$ cat config.mk
export PLATFORM = sky130hd
export DESIGN_NAME = direction_exclusive_token_queue_flat
export DESIGN_NICKNAME = d
export VERILOG_FILES = /design/src/design/dtq_pkg.sv /design/src/design/dtq_if.sv /design/src/design/dtq_cell.sv /design/src/design/direction_exclusive_token_queue.sv /design/src/flat_wrapper.sv
export SDC_FILE = /design/constraint.sdc
export NUM_CORES = 1
export LEC_CHECK = 0
export ABC_CLOCK_PERIOD_IN_PS = 4900
export BUFFER_PORTS_ARGS = -buffer_cell sky130_fd_sc_hd__buf_2
export CORE_MARGIN = 4
export CORE_UTILIZATION = 62
export DETAILED_ROUTE_END_ITERATION = 6
export PLACE_DENSITY = 0.81
export SLEW_MARGIN = 0
export SYNTH_ARGS = -nofsm -noshare
export SYNTH_HDL_FRONTEND = slang
export SYNTH_SLANG_ARGS = --single-unit
$ cat constraint.sdc
create_clock -name clk -period 4.9 [get_ports clk]
set_clock_uncertainty 0.1 [all_clocks]
set_input_delay 0 -clock clk [delete_from_list [all_inputs] [get_ports clk]]
set_output_delay 0 -clock clk [all_outputs]
set_load 0.005 [all_outputs]
$ cat src/design/dtq_pkg.sv
// Shared types and constants for the direction-exclusive token queue.
// No dependencies; every other file of the block imports this package.
`timescale 1ns / 1ps
`default_nettype none

package dtq_pkg;

  localparam int ID_W    = 16;
  localparam int CLS_W   = 3;
  localparam int HOLD_W  = 5;
  localparam int APB_DW  = 32;
  localparam int PADDR_W = 3;

  localparam logic [HOLD_W-1:0] HOLDERS_RESET = HOLD_W'(4);

  typedef enum logic {
    KIND_REQUEST = 1'b0,
    KIND_RELEASE = 1'b1
  } kind_t;

  // Register index of max_holders, taken from the word address.
  localparam logic [PADDR_W-3:0] REG_MAX_HOLDERS = '0;

  typedef struct packed {
    kind_t              kind;
    logic [ID_W-1:0]    id;
    logic [CLS_W-1:0]   cls;
  } item_t;

  // Signals rippled from one cell to the next, head of the queue first.
  typedef struct packed {
    logic hit;       // the id has matched at this cell or an earlier one
    logic blocked;   // an earlier occupied entry has a different class
    logic grant_ok;  // first match lies below the holder limit
  } chain_t;

endpackage

`default_nettype wire

$ cat src/design/dtq_if.sv
// Handshake interfaces for the input words and result words of the queue.
// Depends on dtq_pkg for the field widths.
`timescale 1ns / 1ps
`default_nettype none

interface dtq_item_if;
  import dtq_pkg::*;

  logic             valid;
  logic             ready;
  logic             kind;
  logic [ID_W-1:0]  requester_id;
  logic [CLS_W-1:0] direction_class;

  modport source (output valid, kind, requester_id, direction_class, input ready);
  modport sink   (input valid, kind, requester_id, direction_class, output ready);
endinterface

interface dtq_result_if;
  logic valid;
  logic ready;
  logic granted;
  logic found;
  logic overflow;

  modport source (output valid, granted, found, overflow, input ready);
  modport sink   (input valid, granted, found, overflow, output ready);
endinterface

`default_nettype wire

$ cat src/design/dtq_cell.sv
// One queue position: holds an id and its class, compares against the word
// under evaluation and ripples match and blocking state on. Uses dtq_pkg.
`timescale 1ns / 1ps
`default_nettype none

module dtq_cell (
  input  wire                      clk,
  input  wire dtq_pkg::item_t      item,
  input  wire                      occupied,
  input  wire                      holder_ok,
  input  wire                      append_here,
  input  wire                      shift_req,
  input  wire [dtq_pkg::ID_W-1:0]  next_id,
  input  wire [dtq_pkg::CLS_W-1:0] next_cls,
  input  wire dtq_pkg::chain_t     chain_in,
  output dtq_pkg::chain_t          chain_out,
  output logic [dtq_pkg::ID_W-1:0] id,
  output logic [dtq_pkg::CLS_W-1:0] cls
);
  import dtq_pkg::*;

  logic match;
  logic differ;

  assign match  = occupied && (id == item.id);
  assign differ = occupied && (cls != item.cls);

  // Once the id has been found, later entries no longer count as blockers.
  assign chain_out.hit      = chain_in.hit | match;
  assign chain_out.blocked  = chain_in.blocked | (!chain_in.hit && !match && differ);
  assign chain_out.grant_ok = chain_in.grant_ok | (!chain_in.hit && match && holder_ok);

  always_ff @(posedge clk) begin
    if (append_here) begin
      id  <= item.id;
      cls <= item.cls;
    end else if (shift_req && (chain_in.hit || match)) begin
      id  <= next_id;
      cls <= next_cls;
    end
  end

endmodule

`default_nettype wire

$ cat src/design/direction_exclusive_token_queue.sv
// Direction-exclusive token queue, top level; uses dtq_pkg, dtq_if, dtq_cell.
// A word is registered at acceptance, and its result is registered when the
// word is evaluated, which waits while an untaken result holds the output.
// Only one word is held at a time, so a new word is taken only once the last one
// has been evaluated; the evaluation ripples through the whole row of cells.
// Reset: queue empty, max_holders 4; entry contents are not cleared.
`timescale 1ns / 1ps
`default_nettype none

module direction_exclusive_token_queue #(
  parameter int QUEUE_DEPTH = 16
) (
  input  wire                          clk,
  input  wire                          rst,
  input  wire                          psel,
  input  wire                          penable,
  input  wire                          pwrite,
  input  wire [dtq_pkg::PADDR_W-1:0]   paddr,
  input  wire [dtq_pkg::APB_DW-1:0]    pwdata,
  output logic [dtq_pkg::APB_DW-1:0]   prdata,
  output logic                         pready,
  dtq_item_if.sink                     item,
  dtq_result_if.source                 result
);
  import dtq_pkg::*;

  localparam int CNT_W = $clog2(QUEUE_DEPTH + 1);

  // Configuration register. Only the first word address holds a register;
  // writes elsewhere are ignored and read back as zero.
  logic [HOLD_W-1:0] max_holders;
  logic              reg_sel;

  assign pready  = 1'b1;
  assign reg_sel = (paddr[PADDR_W-1:2] == REG_MAX_HOLDERS);
  assign prdata  = reg_sel ? APB_DW'(max_holders) : '0;

  always_ff @(posedge clk) begin
    if (rst) begin
      max_holders <= HOLDERS_RESET;
    end else if (psel && penable && pwrite && pready && reg_sel) begin
      max_holders <= pwdata[HOLD_W-1:0];
    end
  end

  // Holding register for the word under evaluation. A new word is taken as
  // soon as the previous one has been evaluated, even while its result is
  // still waiting in the output register.
  logic       busy;
  item_t      cur;
  logic       fire_in;
  logic       compute;
  logic [CNT_W-1:0] count;

  assign item.ready = !busy;
  assign fire_in    = item.valid && !busy;
  assign compute    = busy && (!result.valid || result.ready);

  always_ff @(posedge clk) begin
    if (rst) begin
      busy <= 1'b0;
    end else if (fire_in) begin
      busy <= 1'b1;
    end else if (compute) begin
      busy <= 1'b0;
    end
  end

  always_ff @(posedge clk) begin
    if (fire_in) begin
      cur.kind <= kind_t'(item.kind);
      cur.id   <= item.requester_id;
      cur.cls  <= item.direction_class;
    end
  end

  // Row of cells. Position zero is the head of the queue; the match and
  // blocking signals ripple from the head towards the tail.
  chain_t            chain [QUEUE_DEPTH+1];
  logic [ID_W-1:0]   cell_id  [QUEUE_DEPTH];
  logic [CLS_W-1:0]  cell_cls [QUEUE_DEPTH];
  logic [QUEUE_DEPTH-1:0] occupied;
  logic [QUEUE_DEPTH-1:0] holder_ok;
  logic [QUEUE_DEPTH-1:0] append_here;

  logic is_req;
  logic is_rel;
  logic hit;
  logic full;
  logic do_append;
  logic shift_req;

  assign chain[0]  = '{hit: 1'b0, blocked: 1'b0, grant_ok: 1'b0};
  assign hit       = chain[QUEUE_DEPTH].hit;
  assign is_req    = (cur.kind == KIND_REQUEST);
  assign is_rel    = (cur.kind == KIND_RELEASE);
  assign full      = (count == CNT_W'(QUEUE_DEPTH));
  assign do_append = compute && is_req && !hit && !full;
  assign shift_req = compute && is_rel && hit;

  for (genvar i = 0; i < QUEUE_DEPTH; i++) begin : g_cell
    logic [ID_W-1:0]  nid;
    logic [CLS_W-1:0] ncls;

    assign occupied[i]    = (CNT_W'(i) < count);
    assign holder_ok[i]   = (32'(i) < 32'(max_holders));
    assign append_here[i] = do_append && (count == CNT_W'(i));

    // The tail cell has no neighbour behind it; its contents fall outside
    // the queue after a removal, so it simply keeps what it holds.
    if (i == QUEUE_DEPTH - 1) begin : g_tail
      assign nid  = cell_id[i];
      assign ncls = cell_cls[i];
    end else begin : g_body
      assign nid  = cell_id[i+1];
      assign ncls = cell_cls[i+1];
    end

    dtq_cell u_cell (
      .clk         (clk),
      .item        (cur),
      .occupied    (occupied[i]),
      .holder_ok   (holder_ok[i]),
      .append_here (append_here[i]),
      .shift_req   (shift_req),
      .next_id     (nid),
      .next_cls    (ncls),
      .chain_in    (chain[i]),
      .chain_out   (chain[i+1]),
      .id          (cell_id[i]),
      .cls         (cell_cls[i])
    );
  end

  always_ff @(posedge clk) begin
    if (rst) begin
      count <= '0;
    end else if (do_append) begin
      count <= count + CNT_W'(1);
    end else if (shift_req) begin
      count <= count - CNT_W'(1);
    end
  end

  // Result evaluation. A freshly appended id sits at the old tail position,
  // and every occupied entry lies ahead of it, so the blocking flag from the
  // end of the row is the one that applies in both cases.
  logic pos_ok;
  logic res_granted;
  logic res_found;
  logic res_overflow;

  assign pos_ok       = hit ? chain[QUEUE_DEPTH].grant_ok
                            : (!full && (32'(count) < 32'(max_holders)));
  assign res_granted  = is_req && pos_ok && !chain[QUEUE_DEPTH].blocked;
  assign res_found    = is_rel && hit;
  assign res_overflow = is_req && !hit && full;

  always_ff @(posedge clk) begin
    if (rst) begin
      result.valid <= 1'b0;
    end else if (compute) begin
      result.valid <= 1'b1;
    end else if (result.ready) begin
      result.valid <= 1'b0;
    end
  end

  always_ff @(posedge clk) begin
    if (compute) begin
      result.granted  <= res_granted;
      result.found    <= res_found;
      result.overflow <= res_overflow;
    end
  end

`ifndef SYNTHESIS
  a_count_bound: assert property (@(posedge clk) disable iff (rst)
    count <= CNT_W'(QUEUE_DEPTH))
    else $error("queue fill count beyond depth");

  a_count_step: assert property (@(posedge clk) disable iff (rst)
    compute |=> (count == $past(count) || count == $past(count) + CNT_W'(1) ||
                 count == $past(count) - CNT_W'(1)))
    else $error("queue fill count moved by more than one");

  a_result_kind: assert property (@(posedge clk) disable iff (rst)
    result.valid |-> !(result.found && (result.granted || result.overflow)))
    else $error("release result carries request flags");

  a_overflow_excl: assert property (@(posedge clk) disable iff (rst)
    result.valid |-> !(result.granted && result.overflow))
    else $error("grant given on an overflowed request");
`endif

endmodule

`default_nettype wire

$ cat src/flat_wrapper.sv
// flat-port wrapper written by rule: the top's interface ports become plain ports
module direction_exclusive_token_queue_flat import dtq_pkg::*;
#(
  parameter int QUEUE_DEPTH = 16
)
  (clk, rst, psel, penable, pwrite, paddr, pwdata, prdata, pready, item_valid, item_kind, item_requester_id, item_direction_class, item_ready, result_valid, result_granted, result_found, result_overflow, result_ready);
  dtq_item_if item_i ();
  dtq_result_if result_i ();
  input  wire clk;
  input  wire rst;
  input  wire psel;
  input  wire penable;
  input  wire pwrite;
  input  wire [dtq_pkg::PADDR_W-1:0] paddr;
  input  wire [dtq_pkg::APB_DW-1:0] pwdata;
  output logic [dtq_pkg::APB_DW-1:0] prdata;
  output logic pready;
  input wire logic [$bits(item_i.valid)-1:0] item_valid;
  input wire logic [$bits(item_i.kind)-1:0] item_kind;
  input wire logic [$bits(item_i.requester_id)-1:0] item_requester_id;
  input wire logic [$bits(item_i.direction_class)-1:0] item_direction_class;
  output wire logic [$bits(item_i.ready)-1:0] item_ready;
  output wire logic [$bits(result_i.valid)-1:0] result_valid;
  output wire logic [$bits(result_i.granted)-1:0] result_granted;
  output wire logic [$bits(result_i.found)-1:0] result_found;
  output wire logic [$bits(result_i.overflow)-1:0] result_overflow;
  input wire logic [$bits(result_i.ready)-1:0] result_ready;
  assign item_i.valid = item_valid;
  assign item_i.kind = item_kind;
  assign item_i.requester_id = item_requester_id;
  assign item_i.direction_class = item_direction_class;
  assign item_ready = item_i.ready;
  assign result_valid = result_i.valid;
  assign result_granted = result_i.granted;
  assign result_found = result_i.found;
  assign result_overflow = result_i.overflow;
  assign result_i.ready = result_ready;
  direction_exclusive_token_queue #(.QUEUE_DEPTH(QUEUE_DEPTH)) u_core (.clk(clk), .rst(rst), .psel(psel), .penable(penable), .pwrite(pwrite), .paddr(paddr), .pwdata(pwdata), .prdata(prdata), .pready(pready), .item(item_i), .result(result_i));
endmodule
==> run summary <==
The run gives 0.0216 sq mm as the cell area after layout. Total power divided by cell area: 296 mW/mm^2. The area fraction of the dominant cell type after synthesis was 50.1%; the global-route wire length before repair was 66900 um. Of the cells placed in the final design, the portion with a size suffix greater than 1 is 30.5%. The run finished with clean final reports. The logs give 39 for the number of hold buffers added after CTS and 0 for the buffer count from post-CTS setup fixing. Summed over all cells, the static leakage comes to 7.73 nW.

The final period utilization works out to 91.1%. Counting flops with an async set or reset pin after synthesis yields a share of 0%. Summing all placed instances gives a cell area of 0.0200 sq mm. TritonCTS built the clock tree. Leaving out fill and tap cells, the most frequent cell in the layout is edfxtp_1.

In the synthesized netlist the dominant register cell turns out to be edfxtp_1. For this run, the total global-route usage over all layers was measured as 24.8%. Excluding fillers, the count of instances in the completed layout stands at 1922. In this run the remaining antenna-violating nets after routing total 0. The detailed-route DRC error count is 0, and the number of placement rows is 64. The number of slew-limit violations in the final report was 0; the largest net degree at the start of global routing was 23. The tools report the worst-case register-to-register setup slack as 440 ps. Input and output buffers added on the ports amount to 42.

The most critical setup path has its startpoint at u_core.cur[6]. The tools report the initial core utilization as 63.4%. In this run, the number of DRC markers left after iteration 0 of detailed routing was 993. Setup repair after global routing left no endpoint under its margin. The number of antenna diodes in the final layout is 0. The clock-pin slew on the worst setup and hold paths is 60 ps, and the number of cells traversed by the worst register-to-register path is 11. After synthesis, the netlist uses 75 different library cells. The die span in y is 186 um, and the maximum number of buffers from clock root to sink is 3.

The startpoint identified for the worst register-to-register timing path is u_core.cur[6]. The die covers 0.0345 sq mm. STA puts the critical path data required time at 5010 ps. The highest clock frequency the design can meet is 0.224 GHz, and the total number of yosys warnings is 0.

The worst-case IR drop observed on VDD is 0.349 mV. The area growth from synthesis to final layout is 9.99%. The worst-margin pin slew is 1080 ps, and the average cell area after synthesis is 13.7 sq um. Wires add up to 42600 um. STA classifies the critical path endpoint as a register. The first detailed-routing pass took 5 iterations. The wire length per cell works out to 22.2 um. Ranked by total cell area, the synthesized netlist is headed by edfxtp_1 50%, mux2_2 10%, xor2_1 7.8%. The synthesized design contains 327 enable-type register cells. Along the worst path, the maximum fanout reaches 16. The run gives 0 ps as the setup TNS after final layout. The area of the mapped netlist was 0.0196 sq mm; the data arrival at the endpoint of the critical path was 4570 ps.

Including well taps, the total number of placed cells is 1816. Across all layers, the routed design uses 11565 vias. In this run the horizontal extent of the chip is 186 um. The final estimated routing congestion in global placement is 0.974, and the time the final worst path needs with I/O delays and setup is 4460 ps. For the number of antenna violations at the first check in global routing, the log shows 0. The endpoint identified for the worst register-to-register timing path is u_core.g_cell[12].u_cell.id[15]. The number of clock buffers added by TritonCTS is 37. The tools report the count of cells resized by post-cts repair as 0. The number of register bits inferred by synthesis is 339, and the vias per cell is 6.02. Insertion delay of the later-clocked pin in the worst-skew pair: 530 ps. For this run the aggregate overflow at the end of global routing stands at 0. The number of sinks on the clock net is 339. Detailed placement ended at an HPWL of 30500 um.

The endpoint of the most critical setup path is u_core.g_cell[12].u_cell.id[15]. The H-tree depth reported by CTS is 2, and the net total in the final layout is 1569. The I/O pin total is 100. Across the run, the number of max-cap violations was 0. The tree is rooted in a clkbuf_16.

In this run the tightest slew margin relative to its limit is 28.3%. Sequential cells were found to cover 51.3% of the synthesized design area. The number of global-route vias before repair was 12200.

For the placeable core area, the log shows 0.0309 sq mm. The tools report the number of standard cells after synthesis as 1430. Final count of hold timing violations: 0. The library cells used most frequently in the layout, excluding fill and tap cells, are 327 x edfxtp_1, 177 x mux2_2, 175 x xor2_1, 129 x xnor2_1, 86 x mux2_4. The dominant cell type by area after synthesis was edfxtp_1. The worst setup path is launched from a register.

The number of failing setup endpoints in the final timing report is 0. Type of the worst setup path: register to register. The path type of the worst min-delay path is primary input to register.
-- worst min path at each step --
stage / startpoint / end / slack [ps] / depth (start not counted)
floorplan: paddr[2] / prdata[0] / -70 / 1
finish: item_direction_class[1] / u_core.cur[1] / 80 / 2
global placement: item_requester_id[0] / u_core.cur[3] / 80 / 1
global route: item_direction_class[1] / u_core.cur[1] / 80 / 2
detailed placement: item_requester_id[8] / u_core.cur[11] / 80 / 1
CTS: item_requester_id[3] / u_core.cur[6] / 60 / 2
-- state kept, by name, indices dropped and copies added, names as in the netlist --
| signal | cells |
|---|---|
| u_core.g_cell.u_cell.id | 256 |
| u_core.g_cell.u_cell.cls | 48 |
| u_core.cur | 19 |
| u_core.count | 5 |
| u_core.max_holders | 5 |
| u_core.busy | 1 |
| u_core.is_rel | 1 |
| u_core.result.found | 1 |
| u_core.result.granted | 1 |
| u_core.result.overflow | 1 |
| u_core.result.valid | 1 |
-- logic make-up after synthesis --
kind of cell    share of synthesized area, %
buf+inv                                 5.56
mux                                     18.4
compound gates                          3.24
other cells                           0.0383
fa+ha+maj                              0.575
xor+xnor                                13.6
flops                                   51.3
simple gates                            7.27
-- Yosys cell counts, types with 4 or more instances --
cell        n
buf_4      47
o31ai_1     6
inv_1      12
ha_1        9
mux2_2    177
nand3_1    18
or2_1       4
or3_1       6
nand3_2     6
a31oi_1     8
nor4_1     42
edfxtp_1  327
mux2i_1     5
and2_1      5
and3_1      8
buf_2      33
mux2_4     86
nand4_1    24
a21o_1      4
clkbuf_1   31
mux2_1     24
nor2b_1     7
a31o_2      4
nand2b_1    5
xor2_1    175
nand2_1    26
a211oi_1    7
dfxtp_1    12
nor2_1     29
xnor2_1   129
nor3_1     26
a21oi_1    20
o21ai_0    16
buf_6      35
-- layer usage --
metal / global-route usage [%] / part of all wire (%) / up-vias
met5: 0 / 0 / -
met4: 8.48 / 3.4 / 0
met3: 3.87 / 5.7 / 113
met2: 45.3 / 52 / 418
met1: 30.0 / 39 / 5732
li1: - / - / 5302
-- cell type report --
class / instances / area (sq um)
flip-flops and latches: 339 / 10100
fillers: 2098 / 9360
multi-input cells: 955 / 8560
repair buffers: 153 / 1200
clock buffers: 42 / 987
well taps: 396 / 495
clock inverters: 25 / 201
inverters: 12 / 45.0
-- per-stage QoR --
| stage | utilization [%] | hold WS (ps) | power, mW | setup slack (ps) |
|---|---|---|---|---|
| 2_1_floorplan | - | -73.1 | 3.57 | 679 |
| 3_3_place_gp | 64.6 | 75.9 | 3.65 | 618 |
| 3_5_place_dp | 64.6 | 78.1 | 3.67 | 516 |
| 4_1_cts | 69.7 | 62.6 | 6.42 | 495 |
| 5_1_grt | 69.7 | 76.2 | 6.58 | 189 |
| 6_report | 69.7 | 80.0 | 6.39 | 436 |
-- critical path: stages (launching register included) --
cell	delay (ps)
edfxtp_1	960
buf_4	330
xor2_1	90
nor4_1	570
nand3_1	270
a211o_1	370
and4_4	220
nand4_4	200
nand3_2	310
a21oi_1	210
or2_1	200
buf_4	270
-- report_power, final --
group / internal [mW] / leakage, nW / switching [mW]
registers: 3.17 / 3.05 / 0.0765
clock network: 1.61 / 0.587 / 1.14
logic: 0.179 / 4.08 / 0.213
total: 4.95 / 7.73 / 1.43
Note: power is estimated with default switching activity, not from simulation.
